<file path="src/hdl/emv_pkg.sv">
// Shared constants, types and the control store of the multiturn angle and velocity block.
package emv_pkg;

  localparam int ANGLE_BITS = 12;
  localparam int TIMER_BITS = 24;
  localparam int TURN_BITS  = 16;
  localparam int POS_BITS   = TURN_BITS + ANGLE_BITS;
  localparam int FDIV_BITS  = 16;
  localparam int VEL_BITS   = 32;
  localparam int PROD_BITS  = POS_BITS + TIMER_BITS;
  localparam int DIV_STEPS  = PROD_BITS / 2;
  localparam int CNT_W      = $clog2(DIV_STEPS);
  localparam int CFG_W      = TIMER_BITS;
  localparam int IDX_W      = 2;
  localparam int PC_W       = 3;

  localparam int IN_FIELDS  = ANGLE_BITS + TIMER_BITS;
  localparam int IN_DATA_W  = ((IN_FIELDS + 7) / 8) * 8;
  localparam int OUT_FIELDS = POS_BITS + TURN_BITS + VEL_BITS;
  localparam int OUT_DATA_W = ((OUT_FIELDS + 7) / 8) * 8;

  localparam logic [ANGLE_BITS-1:0] THR_RESET  = ANGLE_BITS'(3276);
  localparam logic [TIMER_BITS-1:0] TPS_RESET  = TIMER_BITS'(9000000);
  localparam logic [TIMER_BITS-1:0] MIN_RESET  = TIMER_BITS'(900);
  localparam logic [FDIV_BITS-1:0]  FDIV_RESET = FDIV_BITS'(10000);

  typedef enum logic [IDX_W-1:0] {
    REG_WRAP_THRESHOLD     = 2'd0,
    REG_TICKS_PER_SECOND   = 2'd1,
    REG_MIN_INTERVAL_TICKS = 2'd2,
    REG_FALLBACK_DIVISOR   = 2'd3
  } reg_idx_t;

  typedef enum logic [2:0] {
    UOP_LOAD,
    UOP_UNWRAP,
    UOP_DELTA,
    UOP_MUL,
    UOP_DIVSET,
    UOP_DIV,
    UOP_NOP,
    UOP_WB
  } uop_t;

  typedef enum logic [2:0] {
    COND_NEVER,
    COND_ALWAYS,
    COND_NO_INPUT,
    COND_DIV_MORE,
    COND_OUT_FULL
  } cond_t;

  typedef struct packed {
    uop_t             uop;
    cond_t            cond;
    logic [PC_W-1:0]  target;
  } ctl_t;

  typedef struct packed {
    logic div_more;
    logic out_full;
  } stat_t;

  function automatic ctl_t ucode_rom(input logic [PC_W-1:0] pc);
    ctl_t w;
    unique case (pc)
      3'd0:    w = '{uop: UOP_LOAD,   cond: COND_NO_INPUT, target: 3'd0};
      3'd1:    w = '{uop: UOP_UNWRAP, cond: COND_NEVER,    target: 3'd0};
      3'd2:    w = '{uop: UOP_DELTA,  cond: COND_NEVER,    target: 3'd0};
      3'd3:    w = '{uop: UOP_MUL,    cond: COND_NEVER,    target: 3'd0};
      3'd4:    w = '{uop: UOP_DIVSET, cond: COND_NEVER,    target: 3'd0};
      3'd5:    w = '{uop: UOP_DIV,    cond: COND_DIV_MORE, target: 3'd5};
      3'd6:    w = '{uop: UOP_NOP,    cond: COND_OUT_FULL, target: 3'd6};
      3'd7:    w = '{uop: UOP_WB,     cond: COND_ALWAYS,   target: 3'd0};
      default: w = '{uop: UOP_NOP,    cond: COND_ALWAYS,   target: 3'd0};
    endcase
    return w;
  endfunction

endpackage

</file>
<file path="src/hdl/encoder_multiturn_velocity.sv">
// Top level of the multiturn angle unwrap and velocity block.
// Each item carries a single-turn angle reading and a down-counting timer stamp; the block
// returns one result item per input item with the multiturn position, the wrapping turn
// count, the velocity in counts per second (the change over the fallback divisor on a
// short interval) and a flag for a short interval. The next item is accepted only after an
// item's write-back; the two-bits-per-cycle divider forms the velocity quotient. A finished
// result waits in the output register while the next item is accepted and worked on,
// holding before its write-back while that register is full. Configuration registers are
// written through the cfg port with no wait and take effect at the next step reading them.
module encoder_multiturn_velocity
  import emv_pkg::*;
(
  input  logic                  clk,
  input  logic                  rst_n,
  input  logic                  cfg_we,
  input  logic [IDX_W-1:0]      cfg_index,
  input  logic [CFG_W-1:0]      cfg_wdata,
  input  logic                  in_tvalid,
  output logic                  in_tready,
  input  logic [IN_DATA_W-1:0]  in_tdata,   // raw_angle, timestamp
  output logic                  out_tvalid,
  input  logic                  out_tready,
  output logic [OUT_DATA_W-1:0] out_tdata,  // position, turns, velocity
  output logic                  out_tuser   // short_interval
);

  ctl_t                  ctl;
  stat_t                 stat;
  logic [POS_BITS-1:0]   position;
  logic [TURN_BITS-1:0]  turns;
  logic [VEL_BITS-1:0]   velocity;

  emv_seq u_seq (
    .clk       (clk),
    .rst_n     (rst_n),
    .in_tvalid (in_tvalid),
    .stat      (stat),
    .ctl       (ctl)
  );

  emv_dp u_dp (
    .clk            (clk),
    .rst_n          (rst_n),
    .ctl            (ctl),
    .stat           (stat),
    .cfg_we         (cfg_we),
    .cfg_index      (cfg_index),
    .cfg_wdata      (cfg_wdata),
    .raw_angle      (in_tdata[ANGLE_BITS-1:0]),
    .timestamp      (in_tdata[ANGLE_BITS +: TIMER_BITS]),
    .out_valid      (out_tvalid),
    .out_ready      (out_tready),
    .position       (position),
    .turns          (turns),
    .velocity       (velocity),
    .short_interval (out_tuser)
  );

  assign in_tready = (ctl.uop == UOP_LOAD);
  assign out_tdata = {{(OUT_DATA_W - OUT_FIELDS){1'b0}}, velocity, turns, position};

endmodule

</file>
<file path="src/hdl/emv_seq.sv">
// Step counter and control store walk with conditional jumps.
module emv_seq
  import emv_pkg::*;
(
  input  logic  clk,
  input  logic  rst_n,
  input  logic  in_tvalid,
  input  stat_t stat,
  output ctl_t  ctl
);

  logic [PC_W-1:0] pc_r, pc_nxt;
  logic            take;

  always_ff @(posedge clk) begin
    if (!rst_n) begin
      pc_r <= '0;
    end else begin
      pc_r <= pc_nxt;
    end
  end

  always_comb begin
    ctl = ucode_rom(pc_r);
    unique case (ctl.cond)
      COND_NEVER:    take = 1'b0;
      COND_ALWAYS:   take = 1'b1;
      COND_NO_INPUT: take = !in_tvalid;
      COND_DIV_MORE: take = stat.div_more;
      COND_OUT_FULL: take = stat.out_full;
      default:       take = 1'b0;
    endcase
    pc_nxt = take ? ctl.target : pc_r + PC_W'(1);
  end

endmodule

</file>
<file path="src/hdl/emv_dp.sv">
// Datapath: configuration, unwrap state, multiplier, radix-4 divider and result register.
module emv_dp
  import emv_pkg::*;
(
  input  logic                  clk,
  input  logic                  rst_n,
  input  ctl_t                  ctl,
  output stat_t                 stat,
  input  logic                  cfg_we,
  input  logic [IDX_W-1:0]      cfg_index,
  input  logic [CFG_W-1:0]      cfg_wdata,
  input  logic [ANGLE_BITS-1:0] raw_angle,
  input  logic [TIMER_BITS-1:0] timestamp,
  output logic                  out_valid,
  input  logic                  out_ready,
  output logic [POS_BITS-1:0]   position,
  output logic [TURN_BITS-1:0]  turns,
  output logic [VEL_BITS-1:0]   velocity,
  output logic                  short_interval
);

  logic [ANGLE_BITS-1:0] thr_r;
  logic [TIMER_BITS-1:0] tps_r;
  logic [TIMER_BITS-1:0] min_r;
  logic [FDIV_BITS-1:0]  fdiv_r;

  logic [ANGLE_BITS-1:0] last_reading_r, last_reading_nxt;
  logic [TURN_BITS-1:0]  turn_r, turn_nxt;
  logic [POS_BITS-1:0]   last_pos_r;
  logic [TIMER_BITS-1:0] last_stamp_r;
  logic                  out_valid_r;

  logic [ANGLE_BITS-1:0] raw_r;
  logic [TIMER_BITS-1:0] ts_r;
  logic [TIMER_BITS-1:0] elapsed_r, elapsed_nxt;
  logic [POS_BITS-1:0]   pos_r, pos_nxt;
  logic [POS_BITS-1:0]   mag_r, mag_nxt;
  logic                  neg_r, neg_nxt;
  logic                  short_r, short_nxt;
  logic [PROD_BITS-1:0]  prod_r, prod_nxt;
  logic [PROD_BITS-1:0]  quo_r, quo_nxt;
  logic [TIMER_BITS-1:0] rem_r, rem_nxt;
  logic [TIMER_BITS-1:0] den_r, den_nxt;
  logic [CNT_W-1:0]      cnt_r;

  logic [POS_BITS-1:0]   out_pos_r;
  logic [TURN_BITS-1:0]  out_turns_r;
  logic [VEL_BITS-1:0]   out_vel_r, vel_nxt;
  logic                  out_short_r;

  logic [ANGLE_BITS:0]   fwd, back, jmag;
  logic                  crossing;
  logic [POS_BITS-1:0]   dfw, dbk;
  logic [FDIV_BITS-1:0]  fdiv_eff;
  logic                  hi_nz, sat;

  // Turn boundary detection and elapsed ticks of the down-counter.
  always_comb begin
    fwd      = {1'b0, raw_r} - {1'b0, last_reading_r};
    back     = {1'b0, last_reading_r} - {1'b0, raw_r};
    jmag     = fwd[ANGLE_BITS] ? back : fwd;
    crossing = jmag > {1'b0, thr_r};
    if (!crossing) begin
      turn_nxt = turn_r;
    end else if (!fwd[ANGLE_BITS]) begin
      turn_nxt = turn_r - TURN_BITS'(1);
    end else begin
      turn_nxt = turn_r + TURN_BITS'(1);
    end
    last_reading_nxt = raw_r;
    elapsed_nxt = last_stamp_r + ~ts_r + TIMER_BITS'(ts_r < last_stamp_r);
  end

  // Position change as sign and magnitude, both differences in parallel.
  always_comb begin
    pos_nxt   = {turn_r, raw_r};
    dfw       = pos_nxt - last_pos_r;
    dbk       = last_pos_r - pos_nxt;
    neg_nxt   = dfw[POS_BITS-1];
    mag_nxt   = neg_nxt ? dbk : dfw;
    short_nxt = (elapsed_r < min_r) || (elapsed_r == '0);
  end

  assign prod_nxt = mag_r * tps_r;
  assign fdiv_eff = (fdiv_r == '0) ? FDIV_BITS'(1) : fdiv_r;

  // Two restoring division steps per cycle.
  always_comb begin
    logic [TIMER_BITS:0]  t;
    logic [TIMER_BITS-1:0] r;
    logic [PROD_BITS-1:0] q;
    r = rem_r;
    q = quo_r;
    for (int i = 0; i < 2; i++) begin
      t = {r, q[PROD_BITS-1]};
      q = {q[PROD_BITS-2:0], 1'b0};
      if (t >= {1'b0, den_r}) begin
        t    = t - {1'b0, den_r};
        q[0] = 1'b1;
      end
      r = t[TIMER_BITS-1:0];
    end
    rem_nxt = r;
    quo_nxt = q;
  end

  assign den_nxt = short_r ? TIMER_BITS'(fdiv_eff) : elapsed_r;

  // Saturation of the quotient magnitude to the signed result range.
  always_comb begin
    hi_nz = |quo_r[PROD_BITS-1:VEL_BITS];
    if (neg_r) begin
      sat     = hi_nz || (quo_r[VEL_BITS-1] && (|quo_r[VEL_BITS-2:0]));
      vel_nxt = sat ? {1'b1, {(VEL_BITS-1){1'b0}}} : ('0 - quo_r[VEL_BITS-1:0]);
    end else begin
      sat     = hi_nz || quo_r[VEL_BITS-1];
      vel_nxt = sat ? {1'b0, {(VEL_BITS-1){1'b1}}} : quo_r[VEL_BITS-1:0];
    end
  end

  always_ff @(posedge clk) begin
    if (!rst_n) begin
      thr_r          <= THR_RESET;
      tps_r          <= TPS_RESET;
      min_r          <= MIN_RESET;
      fdiv_r         <= FDIV_RESET;
      last_reading_r <= '0;
      turn_r         <= '0;
      last_pos_r     <= '0;
      last_stamp_r   <= '0;
      out_valid_r    <= 1'b0;
    end else begin
      if (cfg_we) begin
        unique case (reg_idx_t'(cfg_index))
          REG_WRAP_THRESHOLD:     thr_r  <= cfg_wdata[ANGLE_BITS-1:0];
          REG_TICKS_PER_SECOND:   tps_r  <= cfg_wdata[TIMER_BITS-1:0];
          REG_MIN_INTERVAL_TICKS: min_r  <= cfg_wdata[TIMER_BITS-1:0];
          REG_FALLBACK_DIVISOR:   fdiv_r <= cfg_wdata[FDIV_BITS-1:0];
          default: ;
        endcase
      end
      if (ctl.uop == UOP_UNWRAP) begin
        turn_r         <= turn_nxt;
        last_reading_r <= last_reading_nxt;
      end
      if (ctl.uop == UOP_WB) begin
        last_pos_r   <= pos_r;
        last_stamp_r <= ts_r;
        out_valid_r  <= 1'b1;
      end else if (out_valid_r && out_ready) begin
        out_valid_r <= 1'b0;
      end
    end
  end

  always_ff @(posedge clk) begin
    case (ctl.uop)
      UOP_LOAD: begin
        raw_r <= raw_angle;
        ts_r  <= timestamp;
      end
      UOP_UNWRAP: begin
        elapsed_r <= elapsed_nxt;
      end
      UOP_DELTA: begin
        pos_r   <= pos_nxt;
        neg_r   <= neg_nxt;
        mag_r   <= mag_nxt;
        short_r <= short_nxt;
      end
      UOP_MUL: begin
        prod_r <= prod_nxt;
      end
      UOP_DIVSET: begin
        quo_r <= short_r ? PROD_BITS'(mag_r) : prod_r;
        rem_r <= '0;
        den_r <= den_nxt;
        cnt_r <= CNT_W'(DIV_STEPS - 1);
      end
      UOP_DIV: begin
        quo_r <= quo_nxt;
        rem_r <= rem_nxt;
        cnt_r <= cnt_r - CNT_W'(1);
      end
      UOP_WB: begin
        out_pos_r   <= pos_r;
        out_turns_r <= turn_r;
        out_vel_r   <= vel_nxt;
        out_short_r <= short_r;
      end
      default: ;
    endcase
  end

  assign stat.div_more  = (cnt_r != '0);
  assign stat.out_full  = out_valid_r;
  assign out_valid      = out_valid_r;
  assign position       = out_pos_r;
  assign turns          = out_turns_r;
  assign velocity       = out_vel_r;
  assign short_interval = out_short_r;

endmodule
</file>
<file path="config.mk">
export PLATFORM = sky130hd
export DESIGN_NAME = encoder_multiturn_velocity
export DESIGN_NICKNAME = d
export VERILOG_FILES = /design/src/hdl/emv_pkg.sv /design/src/hdl/encoder_multiturn_velocity.sv /design/src/hdl/emv_seq.sv /design/src/hdl/emv_dp.sv
export SDC_FILE = /design/constraint.sdc
export NUM_CORES = 2
export LEC_CHECK = 0
export BUFFER_PORTS_ARGS = -buffer_cell sky130_fd_sc_hd__buf_2
export CAP_MARGIN = 20
export CORE_MARGIN = 4
export CORE_UTILIZATION = 44
export CTS_CLUSTER_DIAMETER = 150
export DETAILED_ROUTE_END_ITERATION = 6
export GPL_ROUTABILITY_DRIVEN = 0
export SYNTH_ARGS = -nofsm -noshare
export SYNTH_HDL_FRONTEND = slang
export SYNTH_SLANG_ARGS = --single-unit
</file>
<file path="constraint.sdc">
create_clock -name clk -period 7.95 [get_ports clk]
set_input_delay 0.795 -clock clk [delete_from_list [all_inputs] [get_ports clk]]
set_output_delay 0.795 -clock clk [all_outputs]
set_load 0.02 [all_outputs]
</file>
==> flow_summary.yaml <==
setup_path:
  critPathLaunchType: "flip-flop"
  cp.arrival_ns: 7.96
  cp-end-kind: "flip-flop"
  required_ns: 8.34
  crit_path_max_fanout: 19
  worst-setup-path-type: "flip-flop to flip-flop"
  worst-r2r-cell-count: 26
grt:
  gr-total-overflow: 0
  antenna_found_initial: 7
  grt_pass1_vias: 37200
  grt_start_max_net_pins: 87
  grtUsageTotal: 0.219
  grt_pass1_wl_um: 212000
clocking:
  cts_buffers: 57
  clock_path_buffers: 3
  path_clk_slew_ns: 0.07
  clock_latency_ns: 0.65
  cts_tree: "yes"
  holdBufCountCts: 0
  cts_sinks: 520
  cts_max_level: 2
  cts_root_buffer: "clkbuf_16"
logic_synthesis:
  avgSynthCellArea_um2: 9.43
  synth_compound_area_frac: 0.109
  synth_async_sr_flop_share: 0
  yosysSeqAreaShare: 0.273
  ys_ff_latch: 520
  syn_area_um2: 50900
  synthMuxAreaShare: 0.0201
  synth_xor_area_frac: 0.0263
  synth_area_leaders: "fa_1 (23%), edfxtp_1 (21%), ha_1 (9.9%)"
  synth_fa_ha_area_frac: 0.327
  synth_edf_count: 352
  synth_most_common_cell: "inv_1"
  synth_top_family_by_area: "adder cells"
  synth_top_cells_by_count: "inv_1 (846), nand2_1 (830), fa_1 (579), ha_1 (404), and2_1 (381)"
  yosysTopAreaCell: "fa_1"
  ys_types: 88
  netlist.area_leader.share: 0.228
  synthSimpleGateAreaFrac: 0.161
  ys.flop_type: "edfxtp_1"
  ys_warn_count: 0
  synthCells: 5401
floorplanning:
  die_y_um: 348
  pin_count: 154
  initial_core_util: 0.444
  dieArea_um2: 121000
  row_count: 124
  chipWidth_um: 348
  core_area_um2: 115000
routing:
  wl_per_cell_um: 18.7
  drt_iter0_markers: 2199
  vias: 37300
  routed_via_density: 5.28
  drtPass1Iterations: 7
  drtAntennaViolNets: 0
  drc: 0
  totalWireLength_um: 132000
timing:
  rsz0062_at_grt: "no"
  finalHoldViolCount: 0
  slew_headroom: 0.289
  tns_ns: 0
  finalMaxSlewViolations: 0
  finalSetupViolations: 0
  tightestPinTransition_ns: 1.04
  whs_ns: 0.322
  setup_ws_ns: 0.377
  skew_ns: 0.0293
  min_period_ns: 7.57
  post-route-period-util: 0.953
  max_freq_mhz: 132
placement:
  pre_cts_ws_ns: 0.217
  portBuffers: 145
  postPlaceCellArea_um2: 54100
  dp_hpwl_um: 105000
final_layout:
  drive_gt1_frac: 0.0885
  fill_cells: 10700
  fin_area_um2: 56300
  syn2layout_area_growth_pct: 10.5
  nets: 6563
worst_hold_path:
  worstHoldPathType: "primary input to flip-flop"
  hold_depth: 1
run:
  maxCapViolCount: 0
run_status:
  status: "finished clean"
-- cells by family after synthesis --
logic type,count (synthesis)
flops,520
xor+xnor,153
other cells,1
mux,99
fa+ha+maj,983
compound gates,836
buf+inv,1116
simple gates,1693
-- state kept, by name, indices dropped and copies added, names as in the netlist, 28 cells and up --
register         count
u_dp.mag_r          28
u_dp.position       28
u_dp.quo_r          52
u_dp.prod_r         52
u_dp.pos_r          28
u_dp.velocity       32
u_dp.last_pos_r     28
-- cell usage in the layout, fill, tap and decap left out, types with 124 or more instances in the layout --
cell type    n
a21oi_1    181
buf_4      141
and2_1     380
nand2_1    830
dfxtp_1    167
nor2_1     126
edfxtp_1   352
a21boi_0   124
buf_2      144
ha_1       404
fa_1       579
inv_1      846
o21ai_0    164
-- layout make-up --
class / count / area, µm² / share of cell area
Clock buffer: 71 / 1610 / 0.0286
Timing Repair Buffer: 314 / 2340 / 0.0416
Sequential cell: 520 / 13900 / 0.248
Multi-Input combinational cell: 3768 / 32900 / 0.584
Tap cell: 1512 / 1890 / 0.0336
Antenna cell: 3 / 7.51 / 0.000133
Clock inverter: 36 / 443 / 0.00787
Inverter: 848 / 3190 / 0.0566
-- worst paths after layout --
kind / from / to / slack (ns)
max: u_dp.mag_r[14] / u_dp.prod_r[47] / 0.38
min: in_tdata[27] / u_dp.ts_r[15] / 0.32
max reg2reg: u_dp.mag_r[14] / u_dp.prod_r[47] / 0.38
min reg2reg: u_dp.pos_r[5] / u_dp.position[5] / 0.45
-- stage by stage --
| stage | util | cells |
|---|---|---|
| 6_report | 0.491 | 7072 |
| 5_1_grt | 0.491 | 7070 |
| 4_1_cts | 0.490 | 7063 |
| 3_5_place_dp | 0.472 | 6956 |
| 3_3_place_gp | 0.472 | 6956 |
| 2_1_floorplan | - | 5404 |
-- worst max-delay path, cell delays in order, from the launching register on --
cell	delay, ns
edfxtp_1	0.52
buf_12	0.22
and2_1	0.18
fa_1	0.49
fa_1	0.53
inv_1	0.05
fa_1	0.46
fa_1	0.51
inv_1	0.07
fa_1	0.56
fa_1	0.43
fa_1	0.48
ha_1	0.31
buf_4	0.12
and3_1	0.21
o211ai_1	0.12
o211ai_1	0.13
a21o_1	0.14
a21oi_1	0.07
a211oi_1	0.45
buf_4	0.20
o21a_1	0.20
nand4_1	0.18
o31ai_1	0.28
buf_4	0.17
a31oi_1	0.10
xnor2_1	0.14
-- routing by layer --
metal / global-route usage / wire (µm)
met4: 0.0365 / 1990
met1: 0.316 / 62200
met2: 0.360 / 61400
met3: 0.0281 / 6800
met5: 0 / 8
-- repair_timing --
action	CTS	global route
setup endpoints to repair	0	7
setup buffers	0	2
gates resized for setup	0	7
Power is not shown: default switching activity piles up to over one toggle a cycle in this logic, so the estimate is an artifact.
